### src/hw/rtl/assert_macros.svh
// ----------------------------------------------------------------------------
// Assertion macros
// Implication checks that compile away when SYNTHESIS is defined.
// ----------------------------------------------------------------------------
`ifndef ASSERT_MACROS_SVH
`define ASSERT_MACROS_SVH
`ifndef SYNTHESIS
`define ASSERT_IMP(lbl, clk, rst, ante, cons) \
  lbl: assert property (@(posedge clk) disable iff (rst) (ante) |-> (cons)) \
    else $error("assertion failed");
`define ASSERT_NXT(lbl, clk, rst, ante, cons) \
  lbl: assert property (@(posedge clk) disable iff (rst) (ante) |=> (cons)) \
    else $error("assertion failed");
`else
`define ASSERT_IMP(lbl, clk, rst, ante, cons)
`define ASSERT_NXT(lbl, clk, rst, ante, cons)
`endif
`endif

### src/hw/rtl/spq_fifo.sv
// ----------------------------------------------------------------------------
// spq_fifo
// Small show-ahead queue; push is dropped when full, pop when empty.
// ----------------------------------------------------------------------------
module spq_fifo #(
  parameter int WIDTH = 8,
  parameter int DEPTH = 4
) (
  input  logic             clk,
  input  logic             rst,
  input  logic             push,
  input  logic [WIDTH-1:0] wdata,
  output logic             full,
  input  logic             pop,
  output logic [WIDTH-1:0] rdata,
  output logic             empty
);

  localparam int PTR_W = $clog2(DEPTH);

  logic [WIDTH-1:0] mem [DEPTH];
  logic [PTR_W:0]   wr_ptr;
  logic [PTR_W:0]   rd_ptr;

  assign empty = (wr_ptr == rd_ptr);
  assign full  = (wr_ptr[PTR_W] != rd_ptr[PTR_W]) &&
                 (wr_ptr[PTR_W-1:0] == rd_ptr[PTR_W-1:0]);
  assign rdata = mem[rd_ptr[PTR_W-1:0]];

  always_ff @(posedge clk) begin
    if (push && !full) begin
      mem[wr_ptr[PTR_W-1:0]] <= wdata;
    end
  end

  always_ff @(posedge clk) begin
    if (rst) begin
      wr_ptr <= '0;
      rd_ptr <= '0;
    end else begin
      if (push && !full) begin
        wr_ptr <= wr_ptr + 1'b1;
      end
      if (pop && !empty) begin
        rd_ptr <= rd_ptr + 1'b1;
      end
    end
  end

endmodule

### config.mk
export PLATFORM = sky130hd
export DESIGN_NAME = spq_fifo
export DESIGN_NICKNAME = d
export VERILOG_FILES = /design/src/hw/rtl/assert_macros.svh /design/src/hw/rtl/spq_fifo.sv
export SDC_FILE = /design/constraint.sdc
export NUM_CORES = 1
export LEC_CHECK = 0
export BUFFER_PORTS_ARGS = -buffer_cell sky130_fd_sc_hd__buf_2
export CELL_PAD_IN_SITES_DETAIL_PLACEMENT = 1
export CELL_PAD_IN_SITES_GLOBAL_PLACEMENT = 2
export CORE_AREA = 4 4 113 61
export CTS_CLUSTER_DIAMETER = 200
export DETAILED_ROUTE_END_ITERATION = 10
export DIE_AREA = 0 0 117 65
export PLACE_DENSITY = 0.6
export SYNTH_ARGS = -nofsm -noshare
export SYNTH_HDL_FRONTEND = slang
export SYNTH_SLANG_ARGS = --single-unit
### constraint.sdc
create_clock -name clk -period 1.9 [get_ports clk]
set_input_delay 0.38 -clock clk [delete_from_list [all_inputs] [get_ports clk]]
set_output_delay 0.38 -clock clk [all_outputs]
set_load 0.02 [all_outputs]
==> impl_results.md, run 1 <==
- YS warnings: 0
- Yosys top cell area share: 55.5%
- Grt total ovfl: 0
- Clock period minus final worst setup slack: roughly 1.8 ns
- Die Width: 117 µm
- Critical R2R Capture: mem[3][0]
- Root buf cell: clkbuf_16
- Post-route ant nets: 0
- Crit path required time: roughly 1.5 ns
- Synth top area cells: edfxtp_1 55%, mux4_2 10%, dfxtp_1 9.2%
- Syn_area_per_cell: 15.7 µm²
- TritonCTS Buffers: 5
- DRC viols: 0
- Routed WL: between 3 and 4 mm
- Clock-pin slew on the worst setup and hold paths: 0.06 ns
- Synthesized area: about 1700 µm²
- I/O Pins: 22
- Worst slew margin: about two thirds
- Worst clock skew: roughly 0.0040 ns
- Met3 Use GR: roughly 4.3%
- Worst-case reg-to-reg path depth: 5
- RSZ-0062 raised after global routing: no
- Post-synth EDFFs: 32
- Seq/Total Area, Yosys: 64.7%
- R2R Path Start: wr_ptr[1]
- CTS Buffer Depth: 2
- Initial antenna violation count: 0
- Largest net degree at the start of global routing: 13
- Final Power: between 3 and 4 mW
- Synth Flop Type: edfxtp_1
- Leak: 0.757 nW
- Finish-stage setup viols: 0
- Area grow syn2layout: 24.8%
- Max-cap violations: 0
- Syn_nets: between 100 and 150
- PwrDens: between 1500 and 2000 nW/µm²
- Hold-critical path endpoint: mem[3][6]
- #FFs+latches synth: 40
- GP Congestion: 0.819
- Global-route usage over all layers: around 11%
- M1 GR Usage: ~16%
- Place WS: between 0.1 and 0.15 ns
- Setup_tns: 0 ns
- Reg2reg setup slack: roughly 0.28 ns
- # clock sinks: 40
- Vias in the first global route: between 1000 and 1500
- Initial Util: around 30%
- Tightest Pin Transition: 0.514 ns
- CP peak stage delay: roughly 0.51 ns
- GRT Max-Usage Layer: met1
- Routed vias/inst: 4.85
- Hold path start: wdata[6]
- CP max FO: 8
- Slew Limit Fails: 0
- DR iter-0 viols: roughly 100
- Worst skew pair latency: 0.28 ns
- Nets: 159
- Synth area leader: edfxtp_1
- DP Wirelength: roughly 2.8 mm
- Synth cell types: 29
- # port buffers: 21
- CP cell instances: buf_6, mux4_2, buf_2
- Status: finished, final reports clean
- First-pass GRT wire length: just over 6 mm
- Die Span Y: roughly 65 µm
- Finished Layout Cells: 220
- Gate Count Post-Synth: 110
- Fraction of registers with async set/reset: 0%
- Die ar.: 7610 µm²
- GR Util met2: 15.2%
- Worst Setup End Kind: output port
- Fin util: 36.6%
- Row cnt: 20
- Crit path max-delay cell type: mux4_2
- Critical path class: reg -> out
- Area of the core: 5910 µm²
- H-tree depth: 2
- DP Cell Count: about 210
- Via count: between 1000 and 1500
- Total setup buffers inserted after CTS: 0
- Avg WL per Cell: 16.9 µm
- Setup crit start kind: flip-flop
- Fmax: between 0.5 and 0.6 GHz
- Final setup margin: a little under 0.07 ns
- Final hold vios: 0
- Min-Delay Path Class: in -> reg
- CTS tree: built
- Peak supply drop: approximately 0.33 mV
- Router iterations before antenna repair: 4
- # diodes: 0
- Critical path arrival: ~1.5 ns
- Layout cell share with drive strength beyond 1: approximately 34%
- Hold depth: 1
- Period utilization: between 90% and 100%
==> worst max-delay path by stage <==
stage / endpoint / startpoint / depth (start not counted) / slack, ns
6_report: rdata[7] / flip-flop / 3 / 0.07
5_1_grt: rdata[2] / flip-flop / 3 / 0.0002
4_1_cts: full / rd_ptr[1] / 4 / 0.0008
3_5_place_dp: empty / rd_ptr[1] / 4 / 0.13
3_3_place_gp: full / rd_ptr[1] / 4 / 0.23
2_1_floorplan: empty / wr_ptr[1] / 4 / 0.24
==> critical path: cells and delay by family (launching register included) <==
| kind | cells | cell delay (ns) |
|---|---|---|
| mux | 1 | 0.51 |
| buf+inv | 2 | 0.34 |
| flops | 1 | 0.32 |
==> layer usage <==
layer	up-vias	wire length (µm)
met5	-	0
met1	545	1960
met3	3	170
met4	0	29
met2	22	1560
li1	496	-
==> layout by cell type, fill, tap and decap left out, types with 5 or more instances in the layout <==
master and n:
buf_2 18, o211ai_1 5, dfxtp_1 6, buf_4 7, clkbuf_16 5, nand2_1 5, ha_1 5, edfxtp_1 32
mux4_2 8
==> synth_stat cells, types with 3 or more instances <==
cell       n
a31oi_1    4
and2_1     3
dfxtp_1    8
edfxtp_1  32
ha_1       5
inv_1      4
mux4_2     8
nand2_1    5
nand3_1    3
nor3b_1    4
o211ai_1   5
o21ai_0    4
xnor2_1    3
xor2_1     3
==> flip-flops by register name (all words and copies together), names as in the netlist, named ones only <==
signal / cells
mem: 32
rd_ptr: 3
wr_ptr: 3
==> where the power goes <==
part           total (mW)  internal, mW  switching, mW
registers            1.23          1.12          0.108
clock network       0.786         0.484          0.301
logic                1.23         0.553          0.682
==> cell families after synthesis <==
kind of cell	count (synthesis)	share of synthesized area, %
fa+ha+maj	5	3.61
flops	40	64.7
mux	8	10.4
simple gates	23	7.52
buf+inv	9	3.25
xor+xnor	6	3.04
compound gates	19	7.44
==> metrics by stage <==
step	cell area (µm²)	hold slack [ns]
4_1_cts	2140	0.316
2_1_floorplan	1730	0.479
3_5_place_dp	1970	0.557
5_1_grt	2160	0.319
3_3_place_gp	1970	0.523
6_report	2160	0.324
==> area by class of cell <==
cell class              count  area [µm²]
well taps                  77        96.3
flip-flops and latches     40        1120
repair buffers             30         208
multi-input cells          61         581
inverters                   4        15.0
fillers                   615        3740
clock buffers               7         133
clock inverters             1        5.00
==> repair_timing <==
item / 4_1_cts / 5_1_grt
setup endpoints to repair: 5 / 5
hold buffers: 0 / 0
resized for setup: 4 / 8
Power figures use the tool's default switching activity.
==> run 2, diff against run 1 <==
--- a/config.mk
+++ b/config.mk
@@ -5,14 +5,14 @@
 export SDC_FILE = /design/constraint.sdc
 export NUM_CORES = 1
 export LEC_CHECK = 0
-export BUFFER_PORTS_ARGS = -buffer_cell sky130_fd_sc_hd__buf_2
 export CELL_PAD_IN_SITES_DETAIL_PLACEMENT = 1
 export CELL_PAD_IN_SITES_GLOBAL_PLACEMENT = 2
 export CORE_AREA = 4 4 113 61
 export CTS_CLUSTER_DIAMETER = 200
 export DETAILED_ROUTE_END_ITERATION = 10
 export DIE_AREA = 0 0 117 65
-export PLACE_DENSITY = 0.6
+export DONT_BUFFER_PORTS = 1
+export PLACE_DENSITY = 0.56
 export SYNTH_ARGS = -nofsm -noshare
 export SYNTH_HDL_FRONTEND = slang
 export SYNTH_SLANG_ARGS = --single-unit
==> impl_results.md, run 2 (synthesized netlist as in run 1, its figures left out) <==
- Status: finished, final reports clean (unchanged)
- Worst Setup End Kind: output port (unchanged)
- CP max FO: 8 (unchanged)
- Tightest Pin Transition: 0.442 ns (was 0.514 ns)
- Initial antenna violation count: 0 (unchanged)
- RSZ-0062 raised after global routing: no (unchanged)
- Global-route usage over all layers: 11.2% (was 11.1%)
- Post-route ant nets: 0 (unchanged)
- Die ar.: 7610 µm² (unchanged)
- DRC viols: 0 (unchanged)
- Worst-case reg-to-reg path depth: 5 (unchanged)
- Commonest non-fill, non-tap cell in the layout: edfxtp_1 (unchanged)
- Max reg flops: 32 (unchanged)
- # clock sinks: 40 (unchanged)
- Avg WL per Cell: 18.3 µm (was 16.9 µm)
- Critical path arrival: 1.41 ns (was 1.45 ns)
- Clock period minus final worst setup slack: 1.79 ns (was 1.83 ns)
- GP Congestion: 0.749 (was 0.819)
- TritonCTS Buffers: 5 (unchanged)
- Period utilization: 94.1% (was 96.4%)
- Router iterations before antenna repair: 4 (unchanged)
- Worst skew pair latency: 0.28 ns (about the same)
- Row cnt: 20 (unchanged)
- R2R Path Start: wr_ptr[1] (unchanged)
- Grt total ovfl: 0 (unchanged)
- Crit path required time: 1.52 ns (about the same)
- Area of the core: 5910 µm² (unchanged)
- Leak: 0.695 nW (was 0.757 nW)
- Critical R2R Capture: mem[3][2] (was mem[3][0])
- Crit path to: rdata[4] (was rdata[7])
- CTS Buffer Depth: 2 (unchanged)
- Critical path class: reg -> out (unchanged)
- Peak supply drop: 0.371 mV (was 0.332 mV)
- Max-cap violations: 0 (unchanged)
- H-tree depth: 2 (unchanged)
- Die Span Y: 65 µm (unchanged)
- Slew Limit Fails: 0 (unchanged)
- DR iter-0 viols: 70 (was 101)
- Area grow syn2layout: 21.7% (was 24.8%)
- Nets: 141 (was 159)
- Setup_tns: 0 ns (unchanged)
- Vias in the first global route: 1061 (was 1141)
- Min-Delay Path Class: in -> reg (unchanged)
- Reg2reg setup slack: 0.32 ns (was 0.28 ns)
- Finish-stage setup viols: 0 (unchanged)
- Root buf cell: clkbuf_16 (unchanged)
- PwrDens: 1580 nW/µm² (was 1500 nW/µm²)
- Via count: 975 (was 1066)
- I/O Pins: 22 (unchanged)
- Worst clock skew: 0.00543 ns (was 0.00403 ns)
- Routed WL: 3.70 mm (was 3.71 mm)
- Routed vias/inst: 4.83 (was 4.85)
- First-pass GRT wire length: 5.99 mm (was 6.16 mm)
- Most frequent cells in the layout: 32 x edfxtp_1, 9 x buf_4, 8 x mux4_2, 6 x dfxtp_1 (was 32 x edfxtp_1, 18 x buf_2, 8 x mux4_2, 7 x buf_4, 6 x dfxtp_1)
- Worst slew margin: 70.5% (was 65.5%)
- Clock-pin slew on the worst setup and hold paths: 0.06 ns (about the same)
- # diodes: 0 (unchanged)
- # port buffers: 0 (was 21)
- Die Width: 117 µm (unchanged)
- Final Power: 3.32 mW (was 3.25 mW)
- DP Wirelength: 2.74 mm (was 2.76 mm)
- Setup crit start kind: flip-flop (unchanged)
- CTS tree: built (unchanged)
- Final hold vios: 0 (unchanged)
- Layout cell share with drive strength beyond 1: 25.6% (was 34.3%)
- Largest net degree at the start of global routing: 15 (was 13)
- Initial Util: 29.3% (unchanged)
- Fmax: 0.560 GHz (was 0.546 GHz)
[run 2: how the worst min path moves through the flow]
stage | depth (start not counted) | startpoint | end
5_1_grt | 1 | rst | wr_ptr[1]
3_5_place_dp | 1 | rst | wr_ptr[1]
2_1_floorplan | 0 | wdata[0] | mem[0][0]
6_report | 1 | rst | wr_ptr[1]
3_3_place_gp | 1 | rst | wr_ptr[2]
4_1_cts | 1 | rst | wr_ptr[1]
[run 2: timing repair]
action                                  in CTS  in global routing
endpoints found under the setup margin       2                  2
hold buffers                                 0                  0
hold endpoints to repair                     0                  0
resized for setup                            1                  3
buffers inserted                             0                  0
[run 2: stage by stage]
stage | utilization [%] | instances | setup slack, ns | instance area [µm²] | hold WS [ns]
global placement | 32.4 | 194 | 0.299 | 1910 | 0.457
detailed placement | 32.4 | 194 | 0.234 | 1910 | 0.458
floorplan | - | 110 | 0.244 | 1730 | 0.479
CTS | 35.4 | 202 | 0.0832 | 2090 | 0.154
global route | 35.7 | 202 | 0.00310 | 2110 | 0.159
finish | 35.7 | 202 | 0.113 | 2110 | 0.159
[run 2: critical path: stages (launching register included)]
cell and delay, ns:
dfxtp_1 0.30, buf_4 0.20, mux4_2 0.62
[run 2: report_power, final]
part	internal, mW	leakage, nW	switching (mW)	total, mW
clock network	0.623	0.0804	0.339	0.962
logic	0.491	0.255	0.624	1.11
registers	1.12	0.360	0.120	1.24
total	2.24	0.695	1.08	3.32
[run 2: final cells by class]
| type | instances | area (µm²) |
|---|---|---|
| Multi-Input combinational cell | 61 | 573 |
| Inverter | 4 | 15.0 |
| Clock buffer | 5 | 125 |
| Fill cell | 610 | 3800 |
| Sequential cell | 40 | 1120 |
| Timing Repair Buffer | 12 | 128 |
| Clock inverter | 3 | 46.3 |
| Tap cell | 77 | 96.3 |
[run 2: metal layers]
metal,wire length (µm),vias to the layer above,global-route usage (%),part of all wire (%)
li1,-,460,-,-
met1,1900,497,15.6,51
met2,1570,13,15.4,42
met3,164,5,3.73,4.4
met4,63,0,5.15,1.7
met5,0,-,0,0
